**config.mk**
```make
export PLATFORM = sky130hd
export DESIGN_NAME = pulse_distance_width_encoder_unit
export DESIGN_NICKNAME = d
export VERILOG_FILES = /design/src/hw/rtl/pdwe_pkg.sv /design/src/hw/rtl/pdwe_front.sv /design/src/hw/rtl/pdwe_queue.sv /design/src/hw/rtl/pdwe_back.sv /design/src/hw/rtl/pulse_distance_width_encoder_unit.sv
export SDC_FILE = /design/constraint.sdc
export NUM_CORES = 1
export LEC_CHECK = 0
export CAP_MARGIN = 20
export CORE_MARGIN = 3
export CORE_UTILIZATION = 35
export DETAILED_ROUTE_END_ITERATION = 8
export DONT_BUFFER_PORTS = 1
export PLACE_DENSITY_LB_ADDON = 0.3
export REMOVE_ABC_BUFFERS = 1
export SYNTH_ARGS = -nofsm -noshare
export SYNTH_HDL_FRONTEND = slang
export SYNTH_HIERARCHICAL = 1
export SYNTH_SLANG_ARGS = --single-unit
```
**constraint.sdc**
```tcl
create_clock -name clk -period 7.2 [get_ports clk]
set_clock_uncertainty 0.15 [all_clocks]
set_input_delay 0.72 -clock clk [delete_from_list [all_inputs] [get_ports clk]]
set_output_delay 0.72 -clock clk [all_outputs]
set_load 0.02 [all_outputs]
```
**src/hw/rtl/pdwe_pkg.sv**
```systemverilog
// Shared types and constants for the pulse distance/width encoder.
// Holds payload structs, the queue entry, queue status and register map.
// No dependencies.
package pdwe_pkg;

  localparam int PDWE_MAX_BITS    = 32;
  localparam int PDWE_QUEUE_DEPTH = 2;
  localparam int PDWE_ADDR_W      = 5;
  localparam int PDWE_DATA_W      = 32;

  // register indexes (byte address = 4 * index)
  localparam logic [2:0] REG_ONE_MARK   = 3'd0;
  localparam logic [2:0] REG_ONE_SPACE  = 3'd1;
  localparam logic [2:0] REG_ZERO_MARK  = 3'd2;
  localparam logic [2:0] REG_ZERO_SPACE = 3'd3;
  localparam logic [2:0] REG_MSB_FIRST  = 3'd4;
  localparam logic [2:0] REG_SEND_STOP  = 3'd5;

  localparam logic [15:0] RST_ONE_MARK   = 16'd560;
  localparam logic [15:0] RST_ONE_SPACE  = 16'd1690;
  localparam logic [15:0] RST_ZERO_MARK  = 16'd560;
  localparam logic [15:0] RST_ZERO_SPACE = 16'd560;
  localparam logic        RST_MSB_FIRST  = 1'b0;
  localparam logic        RST_SEND_STOP  = 1'b1;

  typedef struct packed {
    logic [31:0] data_word;
    logic [5:0]  bit_count;
  } pdwe_in_t;

  typedef struct packed {
    logic [15:0] mark_time;
    logic [15:0] space_time;
    logic        is_stop;
    logic        last_symbol;
  } pdwe_out_t;

  // one classified word waiting for the serializer
  typedef struct packed {
    logic [31:0] data;
    logic [5:0]  count;
    logic        msb_first;
    logic        stop;
  } pdwe_job_t;

  typedef struct packed {
    logic full;
    logic empty;
  } pdwe_qstat_t;

endpackage

```
**src/hw/rtl/pdwe_front.sv**
```systemverilog
// Front end: accepts input words, saturates the bit count, drops empty runs.
// Depends on pdwe_pkg.
module pdwe_front import pdwe_pkg::*; #(
  parameter int MAX_BITS = PDWE_MAX_BITS
) (
  input  logic        in_valid,
  output logic        in_ready,
  input  pdwe_in_t    in_data,
  input  logic        msb_first,
  input  logic        send_stop,
  input  pdwe_qstat_t q_stat,
  output logic        push,
  output pdwe_job_t   job
);

  localparam logic [5:0] MAX_CNT = 6'(MAX_BITS);

  logic [5:0] count_sat;
  logic       has_work;

  always_comb begin
    count_sat = (in_data.bit_count > MAX_CNT) ? MAX_CNT : in_data.bit_count;
    has_work  = (count_sat != 6'd0) || send_stop;
  end

  // a word with no data bits and no stop symbol is taken and dropped
  assign in_ready      = !q_stat.full;
  assign push          = in_valid && !q_stat.full && has_work;
  assign job.data      = in_data.data_word;
  assign job.count     = count_sat;
  assign job.msb_first = msb_first;
  assign job.stop      = send_stop;

endmodule

```
**src/hw/rtl/pdwe_queue.sv**
```systemverilog
// Short queue of classified words between front end and serializer.
// Depends on pdwe_pkg.
module pdwe_queue import pdwe_pkg::*; #(
  parameter int DEPTH = PDWE_QUEUE_DEPTH
) (
  input  logic        clk,
  input  logic        rst_n,
  input  logic        push,
  input  pdwe_job_t   wr_job,
  input  logic        pop,
  output pdwe_job_t   rd_job,
  output pdwe_qstat_t stat
);

  localparam int PTR_W = (DEPTH > 1) ? $clog2(DEPTH) : 1;
  localparam int CNT_W = $clog2(DEPTH + 1);

  pdwe_job_t        mem_r [DEPTH];
  logic [PTR_W-1:0] wr_ptr_r, wr_ptr_nxt;
  logic [PTR_W-1:0] rd_ptr_r, rd_ptr_nxt;
  logic [CNT_W-1:0] cnt_r, cnt_nxt;

  function automatic logic [PTR_W-1:0] ptr_inc(input logic [PTR_W-1:0] p);
    ptr_inc = (p == PTR_W'(DEPTH - 1)) ? '0 : p + PTR_W'(1);
  endfunction

  always_comb begin
    wr_ptr_nxt = push ? ptr_inc(wr_ptr_r) : wr_ptr_r;
    rd_ptr_nxt = pop ? ptr_inc(rd_ptr_r) : rd_ptr_r;
    cnt_nxt    = cnt_r;
    if (push && !pop) begin
      cnt_nxt = cnt_r + CNT_W'(1);
    end else if (pop && !push) begin
      cnt_nxt = cnt_r - CNT_W'(1);
    end
  end

  always_ff @(posedge clk) begin
    if (!rst_n) begin
      wr_ptr_r <= '0;
      rd_ptr_r <= '0;
      cnt_r    <= '0;
    end else begin
      wr_ptr_r <= wr_ptr_nxt;
      rd_ptr_r <= rd_ptr_nxt;
      cnt_r    <= cnt_nxt;
    end
  end

  always_ff @(posedge clk) begin
    if (push) begin
      mem_r[wr_ptr_r] <= wr_job;
    end
  end

  assign rd_job     = mem_r[rd_ptr_r];
  assign stat.full  = (cnt_r == CNT_W'(DEPTH));
  assign stat.empty = (cnt_r == '0);

endmodule

```
**src/hw/rtl/pdwe_back.sv**
```systemverilog
// Back end: queued word to mark/space symbols, one a cycle unless stalled.
// Depends on pdwe_pkg.
module pdwe_back import pdwe_pkg::*; #(
  parameter int MAX_BITS = PDWE_MAX_BITS
) (
  input  logic        clk,
  input  logic        rst_n,
  input  pdwe_qstat_t q_stat,
  input  pdwe_job_t   job,
  output logic        pop,
  input  logic [15:0] one_mark,
  input  logic [15:0] one_space,
  input  logic [15:0] zero_mark,
  input  logic [15:0] zero_space,
  output logic        out_valid,
  input  logic        out_ready,
  output pdwe_out_t   out_data
);

  localparam int IDX_W = (MAX_BITS > 1) ? $clog2(MAX_BITS) : 1;
  localparam int CNT_W = $clog2(MAX_BITS + 1);

  typedef enum logic [2:0] {
    ST_IDLE = 3'b001,
    ST_DATA = 3'b010,
    ST_STOP = 3'b100
  } state_t;

  state_t              state_r, state_nxt;
  logic [MAX_BITS-1:0] data_r, data_nxt;
  logic [IDX_W-1:0]    pos_r, pos_nxt;
  logic [CNT_W-1:0]    left_r, left_nxt;
  logic                msb_r, msb_nxt;
  logic                stop_r, stop_nxt;
  logic                out_valid_r, out_valid_nxt;
  pdwe_out_t           out_r, out_nxt;
  logic                advance;
  logic                cur_bit;

  assign advance = !out_valid_r || out_ready;
  assign cur_bit = data_r[pos_r];
  assign pop     = (state_r == ST_IDLE) && !q_stat.empty;

  always_comb begin
    state_nxt     = state_r;
    data_nxt      = data_r;
    pos_nxt       = pos_r;
    left_nxt      = left_r;
    msb_nxt       = msb_r;
    stop_nxt      = stop_r;
    out_nxt       = out_r;
    out_valid_nxt = out_valid_r && !out_ready;
    unique case (state_r)
      ST_IDLE: begin
        if (pop) begin
          data_nxt  = job.data[MAX_BITS-1:0];
          left_nxt  = job.count[CNT_W-1:0];
          msb_nxt   = job.msb_first;
          stop_nxt  = job.stop;
          pos_nxt   = job.msb_first ? IDX_W'(job.count - 6'd1) : '0;
          state_nxt = (job.count != 6'd0) ? ST_DATA : ST_STOP;
        end
      end
      ST_DATA: begin
        if (advance) begin
          out_valid_nxt       = 1'b1;
          out_nxt.mark_time   = cur_bit ? one_mark : zero_mark;
          out_nxt.space_time  = cur_bit ? one_space : zero_space;
          out_nxt.is_stop     = 1'b0;
          out_nxt.last_symbol = (left_r == CNT_W'(1)) && !stop_r;
          left_nxt            = left_r - CNT_W'(1);
          pos_nxt             = msb_r ? pos_r - IDX_W'(1) : pos_r + IDX_W'(1);
          if (left_r == CNT_W'(1)) begin
            state_nxt = stop_r ? ST_STOP : ST_IDLE;
          end
        end
      end
      ST_STOP: begin
        if (advance) begin
          out_valid_nxt       = 1'b1;
          out_nxt.mark_time   = zero_mark;
          out_nxt.space_time  = '0;
          out_nxt.is_stop     = 1'b1;
          out_nxt.last_symbol = 1'b1;
          state_nxt           = ST_IDLE;
        end
      end
      default: state_nxt = ST_IDLE;
    endcase
  end

  always_ff @(posedge clk) begin
    if (!rst_n) begin
      state_r     <= ST_IDLE;
      out_valid_r <= 1'b0;
    end else begin
      state_r     <= state_nxt;
      out_valid_r <= out_valid_nxt;
    end
  end

  always_ff @(posedge clk) begin
    data_r <= data_nxt;
    pos_r  <= pos_nxt;
    left_r <= left_nxt;
    msb_r  <= msb_nxt;
    stop_r <= stop_nxt;
    out_r  <= out_nxt;
  end

  assign out_valid = out_valid_r;
  assign out_data  = out_r;

  // a run ends only right after its last symbol has been loaded
  a_run_ends_on_last: assert property (@(posedge clk) disable iff (!rst_n)
    (state_r != ST_IDLE) && (state_nxt == ST_IDLE) |=> out_valid_r && out_r.last_symbol)
    else $error("run ended without a last symbol");

  a_stop_shape: assert property (@(posedge clk) disable iff (!rst_n)
    out_valid_r && out_r.is_stop |-> out_r.last_symbol && (out_r.space_time == 16'd0))
    else $error("stop symbol malformed");

  a_data_left: assert property (@(posedge clk) disable iff (!rst_n)
    (state_r == ST_DATA) |-> (left_r != '0))
    else $error("data state with no bits left");

endmodule

```
**src/hw/rtl/pulse_distance_width_encoder_unit.sv**
```systemverilog
// Top level of the pulse distance/width encoder: config registers, front end,
// job queue and serializer. Depends on pdwe_pkg, pdwe_front, pdwe_queue, pdwe_back.
//
//  channel  | ports                                    | moves
//  ---------+------------------------------------------+-------------------------
//  input    | in_valid, in_ready, in_data              | one word + bit count
//  result   | out_valid, out_ready, out_data           | one mark/space symbol
//  config   | cfg_psel/penable/pwrite/paddr/pwdata,    | register write or read
//           | cfg_prdata, cfg_pready                   |
//
// A word of N data bits (saturated to MAX_BITS) gives N symbols plus one stop
// symbol when enabled; after a load step the serializer emits one symbol per
// cycle while the result side does not stall. The front end keeps taking
// words while the queue has room, so the input stalls only when the queue
// is full. A stalled result word holds in the output register. Reset (rst_n
// low, synchronous) empties the queue and serializer and returns the
// registers to their default timing.
module pulse_distance_width_encoder_unit import pdwe_pkg::*; #(
  parameter int MAX_BITS    = PDWE_MAX_BITS,
  parameter int QUEUE_DEPTH = PDWE_QUEUE_DEPTH
) (
  input  logic                   clk,
  input  logic                   rst_n,
  input  logic                   in_valid,
  output logic                   in_ready,
  input  pdwe_in_t               in_data,
  output logic                   out_valid,
  input  logic                   out_ready,
  output pdwe_out_t              out_data,
  input  logic                   cfg_psel,
  input  logic                   cfg_penable,
  input  logic                   cfg_pwrite,
  input  logic [PDWE_ADDR_W-1:0] cfg_paddr,
  input  logic [PDWE_DATA_W-1:0] cfg_pwdata,
  output logic [PDWE_DATA_W-1:0] cfg_prdata,
  output logic                   cfg_pready
);

  logic [15:0] one_mark_r, one_mark_nxt;
  logic [15:0] one_space_r, one_space_nxt;
  logic [15:0] zero_mark_r, zero_mark_nxt;
  logic [15:0] zero_space_r, zero_space_nxt;
  logic        msb_first_r, msb_first_nxt;
  logic        send_stop_r, send_stop_nxt;
  logic        wr_en;
  logic [2:0]  reg_idx;

  pdwe_qstat_t q_stat;
  pdwe_job_t   wr_job;
  pdwe_job_t   rd_job;
  logic        push;
  logic        pop;

  // register select: word address, low byte bits ignored
  assign reg_idx    = cfg_paddr[4:2];
  assign wr_en      = cfg_psel && cfg_penable && cfg_pwrite;
  assign cfg_pready = 1'b1;

  always_comb begin
    one_mark_nxt   = one_mark_r;
    one_space_nxt  = one_space_r;
    zero_mark_nxt  = zero_mark_r;
    zero_space_nxt = zero_space_r;
    msb_first_nxt  = msb_first_r;
    send_stop_nxt  = send_stop_r;
    if (wr_en) begin
      unique case (reg_idx)
        REG_ONE_MARK:   one_mark_nxt   = cfg_pwdata[15:0];
        REG_ONE_SPACE:  one_space_nxt  = cfg_pwdata[15:0];
        REG_ZERO_MARK:  zero_mark_nxt  = cfg_pwdata[15:0];
        REG_ZERO_SPACE: zero_space_nxt = cfg_pwdata[15:0];
        REG_MSB_FIRST:  msb_first_nxt  = cfg_pwdata[0];
        REG_SEND_STOP:  send_stop_nxt  = cfg_pwdata[0];
        default: ;  // drop writes to unmapped addresses
      endcase
    end
  end

  always_ff @(posedge clk) begin
    if (!rst_n) begin
      one_mark_r   <= RST_ONE_MARK;
      one_space_r  <= RST_ONE_SPACE;
      zero_mark_r  <= RST_ZERO_MARK;
      zero_space_r <= RST_ZERO_SPACE;
      msb_first_r  <= RST_MSB_FIRST;
      send_stop_r  <= RST_SEND_STOP;
    end else begin
      one_mark_r   <= one_mark_nxt;
      one_space_r  <= one_space_nxt;
      zero_mark_r  <= zero_mark_nxt;
      zero_space_r <= zero_space_nxt;
      msb_first_r  <= msb_first_nxt;
      send_stop_r  <= send_stop_nxt;
    end
  end

  // read back: unmapped addresses read as zero
  always_comb begin
    cfg_prdata = '0;
    unique case (reg_idx)
      REG_ONE_MARK:   cfg_prdata = PDWE_DATA_W'(one_mark_r);
      REG_ONE_SPACE:  cfg_prdata = PDWE_DATA_W'(one_space_r);
      REG_ZERO_MARK:  cfg_prdata = PDWE_DATA_W'(zero_mark_r);
      REG_ZERO_SPACE: cfg_prdata = PDWE_DATA_W'(zero_space_r);
      REG_MSB_FIRST:  cfg_prdata = PDWE_DATA_W'(msb_first_r);
      REG_SEND_STOP:  cfg_prdata = PDWE_DATA_W'(send_stop_r);
      default:        cfg_prdata = '0;
    endcase
  end

  // classify incoming words and drop those that produce nothing
  pdwe_front #(
    .MAX_BITS(MAX_BITS)
  ) u_front (
    .in_valid (in_valid),
    .in_ready (in_ready),
    .in_data  (in_data),
    .msb_first(msb_first_r),
    .send_stop(send_stop_r),
    .q_stat   (q_stat),
    .push     (push),
    .job      (wr_job)
  );

  // decouple the accept side from the serializer
  pdwe_queue #(
    .DEPTH(QUEUE_DEPTH)
  ) u_queue (
    .clk   (clk),
    .rst_n (rst_n),
    .push  (push),
    .wr_job(wr_job),
    .pop   (pop),
    .rd_job(rd_job),
    .stat  (q_stat)
  );

  // emit one symbol per cycle into the output register unless stalled
  pdwe_back #(
    .MAX_BITS(MAX_BITS)
  ) u_back (
    .clk       (clk),
    .rst_n     (rst_n),
    .q_stat    (q_stat),
    .job       (rd_job),
    .pop       (pop),
    .one_mark  (one_mark_r),
    .one_space (one_space_r),
    .zero_mark (zero_mark_r),
    .zero_space(zero_space_r),
    .out_valid (out_valid),
    .out_ready (out_ready),
    .out_data  (out_data)
  );

endmodule

```
# Yosys cells after proc, flatten, opt, wreduce, memory -nomap -nowiden

Memory sizes are Yosys's and may differ from the RTL's. A register that Yosys moved wholly into a read port is not among the register bits.
Index checks and enable logic that the tools add are counted.

$add $sub $neg: 8
$lt $le $gt $ge: 2
Eq/ne operators: 14
Muxes and demuxes: 34
Reductions and logical operators: 36

Operators by type and width:

| kind                                                        | number |
|---|---|
| one-hot mux 16 bit (6 select lines)                         | 1 |
| two-way mux 34 bit                                          | 2 |
| one-hot mux 34 bit (2 select lines)                         | 1 |
| two-way mux 16 bit                                          | 2 |
| two-way mux 5 bit                                           | 4 |
| two-way mux 3 bit                                           | 6 |
| two-way mux 6 bit                                           | 3 |
| AND reduction 2 bit                                         | 7 |
| one-hot mux 6 bit (2 select lines)                          | 1 |
| nonzero test 6 bit                                          | 2 |
| one-hot mux 5 bit (2 select lines)                          | 1 |
| subtractor 5 x 1 -> 5 bit (second input constant)           | 2 |
| == test 3 x 2 -> 1 bit (second input constant)              | 3 |
| == test 3 bit (second input constant)                       | 3 |
| logical AND 1 bit                                           | 9 |
| two-way mux 1 bit                                           | 9 |
| one-hot mux 3 bit (3 select lines)                          | 1 |
| zero test 1 bit                                             | 7 |
| == test 3 x 1 -> 1 bit (second input constant)              | 2 |
| == test 6 x 1 -> 1 bit (second input constant)              | 1 |
| > comparator 6 bit (second input constant)                  | 1 |
| less-than comparator 5 x 6 -> 1 bit (second input constant) | 1 |
| != test 2 x 1 -> 1 bit (second input constant)              | 3 |
| AND reduction 3 bit                                         | 2 |
| other kinds (15)                                            | 20 |

Flip-flop bits (word level): 153
RAM bits: 80
Input bits: 82
Word-level logic and storage cells: 115
Memories: 1

Memory list:

| memory        | words | bits a word | read ports | clocked after memory_dff | wr ports | line             | source |
|---|---|---|---|---|---|---|---|
| u_queue.mem_r | 2     | 40          | 1          | 1                        | 1        | pdwe_queue.sv:18 | `pdwe_job_t mem_r [DEPTH];` |

# Logic depth before layout (Yosys ltp)

Depth in word-level cells: 9
Depth in mapped cells: 10
Mapped depth without buffers: 8

# Modules after synthesis

The synthesis kept the hierarchy.

Modules (own cells, without submodules):

| module                            | instances | cells each | area each (sq um) | seq. area each (sq um) |
|---|---|---|---|---|
| pdwe_back                         | 1         | 292        | 3887.5            | 2452.4 |
| pulse_distance_width_encoder_unit | 1         | 311        | 3204.3            | 1321.3 |
| pdwe_queue                        | 1         | 146        | 3091.7            | 2502.4 |
| pdwe_front                        | 1         | 45         | 329.1             | 0.0 |

# Worst setup path after synthesis

Ideal clock, no wire load.

Path type: input-to-reg
Start point: input in_data[0] (netlist bit)
End point: memory u_queue/mem_r[0][0] (netlist bit) (enable)
Setup time: 0.443 ns
Data arrival time: 2.857 ns
Required time: 6.607 ns
Setup slack: 3.750 ns
Stages: 3
Path buffers: 0
Cell sequence: nor3_1 > a21oi_1 > nor2b_1

Word-level cells in the longest chain between the ends: 7

RTL lines:

| what                                      | line                                    | source |
|---|---|---|
| start, declared                           | pulse_distance_width_encoder_unit.sv:26 | `input pdwe_in_t in_data,` |
| > comparator 6 bit                        | pdwe_front.sv:22                        | `count_sat = (in_data.bit_count > MAX_CNT) ? MAX_CNT : in_data.bit_count;` |
| two-way mux 6 bit *                       | pdwe_front.sv:22                        |  |
| nonzero test 6 bit *                      | pdwe_front.sv:23                        | `has_work = (count_sat != 6'd0) \|\| send_stop;` |
| logical OR 1 bit *                        | pdwe_front.sv:23                        |  |
| logical AND 1 bit *                       | pdwe_front.sv:28                        | `assign push = in_valid && !q_stat.full && has_work;` |
| via push                                  | pulse_distance_width_encoder_unit.sv:51 | `logic push;` |
| two-way mux 1 bit *                       | pdwe_queue.sv:51                        | `if (push) begin` |
| two-way mux 1 bit (not written as such) * | pdwe_queue.sv:52                        | `mem_r[wr_ptr_r] <= wr_job;` |
| end, declared                             | pdwe_queue.sv:18                        |  |

Mark *: on every way through the listed nets, which the timed path passes. The rest lies on a longest branch.

==> metrics.txt <==
top-area cell type share of the netlist area=0.4542; area occupied by multi-input gates=3637 um2; Peak supply drop=245.6 uV; GPL Wtd Cong=0.7768; Pwr Total=0.004384 W; Syn Std Cell Area=about 11,000 um2; #FFs+latches synth=234; final period utilization=0.4726; Max Buffers Root-to-Sink=3; Synth-to-Final Area Change=8.676%; Critical Path, Cell by Cell=buf_16, mux2i_1, a21oi_1, nand3_1, o31ai_4, buf_4, o21ai_4, mux2_2; drt wl/cell=about 19 um; fraction of registers with async set/reset=0; Met2 Wirelength=~11 mm; drc violations=0; HP Class=primary input to register; initial drt markers=between 300 and 400; Finish-stage setup viols=0; fin util=0.3917; Fin. Hold Viols=0; Max Cap Violations=0; setup TNS=0 ps; num ports=between 150 and 200; min cycle time layout=around 3400 ps; DR vias=5,731; PostCTS Resize Cnt=0; largest net degree at the start of global routing=between 90 and 100; vias in the first global route=approximately 5,800; gr usage total=0.1350; number of flops mapped to enable cells by yosys=about 160; die area=~32,000 um2; fin. max-slew vios=0; post-synthesis mux area share=0.1678; Via-to-Cell Ratio=4.953; CP max-delay cell=o21ai_4; metal3 WL=between 1 and 1.5 mm; ranking of synthesized cells by area=edfxtp_1 45%, dfxtp_1 14%, mux2i_1 6.9%; GRT Residual Overflow=0; Register Area=around 6300 um2; distinct cell type count after synthesis=55; CP startpoint kind=register; share of cells above drive strength 1=0.1772; Synth Area in XOR/XNOR=0.01166; Post-Route M1 WL=just under 10 mm; routed wire length=22.28 mm; Synth Instances=794; die width=~180 um; Routed Antenna Nets=0; Setup Buffers After CTS=0; Placement Rows=62; sequential fraction of the synthesis area=0.5970; highest routed metal layer=met4; Synth Area in Compound Gates=0.05594; slew margin rel.=0.3330; worst path arrival time=3510 ps; post-synthesis adder-cell area fraction=0.01143; simple-gate share of the synthesized area=0.09045; Reg clk slew, reported paths=60 ps; Post-synth top flop=edfxtp_1; PD cells=between 300 and 400 nW/um2; hold_buf cts=0; Antenna Diode Count=0; H-tree depth=1; Root Buffer=clkbuf_16; first-pass GRT wire length=33.42 mm; Sink Count=234; TritonCTS clock tree=built; RSZ-0062 raised after global routing=false; Tightest Pin Transition=1000 ps; Num CTS Buffers=25; crit path kind=register to register; largest area contributor in the netlist=edfxtp_1; worst skew pair latency=~520 ps; Critical Path End Type=register; Final nets=about 850; Starting Density=0.3604; Mean Syn Cell Area=13.24 um2; Worst path max stage delay=around 740 ps; die height=between 150 and 200 um; drt first pass iters=5; fmax=around 290 MHz; largest family of logic cells by synthesized area=multiplexers; number of buffers added on ports=0; fill cell count=2,758; Core ar.=about 29,000 um2; leakage power=approximately 4.2 nW; CP max FO=17; status=completed; synth warn=6; Critical Path RT=roughly 7300 ps; initial antenna violation count=0; HPWL after DPL=about 14 mm
[cell usage in the layout, fill, tap and decap left out, drive strengths merged, types with 7 or more instances in the layout]
master | synthesis | routed
inv | 14 | 15
o311ai | 8 | 8
buf | 71 | 10
dfxtp | 75 | 75
and2b | 11 | 11
nand2b | 7 | 7
o21ai | 39 | 39
xnor2 | 7 | 7
a21oi | 25 | 25
nand3 | 22 | 22
nand2 | 86 | 86
and2 | 8 | 8
mux2 | 57 | 57
edfxtp | 159 | 159
conb | 2 | 17
clkbuf | 21 | 30
mux2i | 72 | 72
xor2 | 7 | 7
mux4 | 16 | 16
ha | 8 | 8
clkinv | 1 | 12
nor2b | 26 | 26
nor2 | 14 | 14
[area by class of cell]
class / instances / share of cell area
multi-input combinational: 468 / 0.3184
inverter: 15 / 0.004928
sequential: 234 / 0.5494
timing repair buffer: 10 / 0.01117
tap: 384 / 0.04205
clock inverter: 16 / 0.01588
clock buffer: 30 / 0.05815
[path summary, 6_finish.rpt]
kind                        start  slack [ps]                   to  cells after the start
setup / recovery  u_back/pos_r[1]        3800  u_back/out_data[22]                      8
hold / removal         in_data[6]         150  u_queue/mem_r[1][8]                      0
setup reg to reg  u_back/pos_r[1]        3800  u_back/out_data[22]                      8
hold reg to reg    one_space_r[5]         320       one_space_r[5]                      2
[flip-flops by register name, summed over array words and instances (netlist names), 3 cells and up, named ones only]
name / flops
zero_mark_r: 16
u_back/data_r: 32
one_mark_r: 16
one_space_r: 16
u_back/left_r: 6
u_back/pos_r: 5
u_queue/mem_r: 80
zero_space_r: 16
u_back/out_data: 34
u_back/state_r: 3
[cell families after synthesis]
kind of cell	Yosys count
AND/OR/NAND/NOR	189
flip-flops	234
adder cells (fa/ha/maj)	9
XOR/XNOR	14
other	2
AO/OA/AOI/OAI	94
multiplexers	145
buffers and inverters	107
[through the flow]
stage                     instance area [um2]  setup slack, ps  std cells  hold WS (ps)
final                                   11420             3797       1157         146.1
after global routing                    11420             3639       1157         108.7
after CTS                               11370             3489       1154         112.9
after detailed placement                10520             3521       1108         308.0
after global placement                  10500             3519       1107         302.8
after floorplan                          9942             3750        717         283.3
[critical path: cells and delay by family (launching register included)]
family	cells	cell delay, ps
AOI/OAI and AO/OA	3	940
and+or+nand+nor	1	150
buffers and inverters	2	450
DFF	1	720
muxes	2	710
[report_power, final]
group	switching (W)	internal [W]	total, W
clock network	0.000510	0.000799	0.00131
logic	0.000721	0.000431	0.00115
registers	0.000160	0.00176	0.00192
total	0.00139	0.00299	0.00438
[layer usage]
layer  vias up  track usage
li1       2733            -
met1      2816       0.1783
met2       146       0.2195
met3        36      0.03410
met4         0      0.04091
met5         -            0
[synthesized netlist by cell type, types with 3 or more instances]
| master | n |
|---|---|
| o311ai_0 | 8 |
| buf_4 | 51 |
| a21oi_1 | 25 |
| a22oi_1 | 3 |
| nand2_1 | 86 |
| inv_1 | 14 |
| buf_6 | 8 |
| edfxtp_1 | 159 |
| ha_1 | 8 |
| nor3_1 | 3 |
| or3_1 | 3 |
| buf_2 | 11 |
| and2_1 | 8 |
| mux4_2 | 15 |
| nand3_1 | 22 |
| clkbuf_1 | 21 |
| mux2_4 | 10 |
| mux2_2 | 47 |
| o211ai_1 | 4 |
| o21ai_0 | 38 |
| xnor2_1 | 7 |
| and2b_2 | 6 |
| dfxtp_1 | 75 |
| nor2b_1 | 26 |
| and2b_1 | 5 |
| mux2i_1 | 72 |
| xor2_1 | 7 |
| nand2b_1 | 7 |
| nor2_1 | 13 |
No activity file was read; power rests on OpenSTA's default activity.
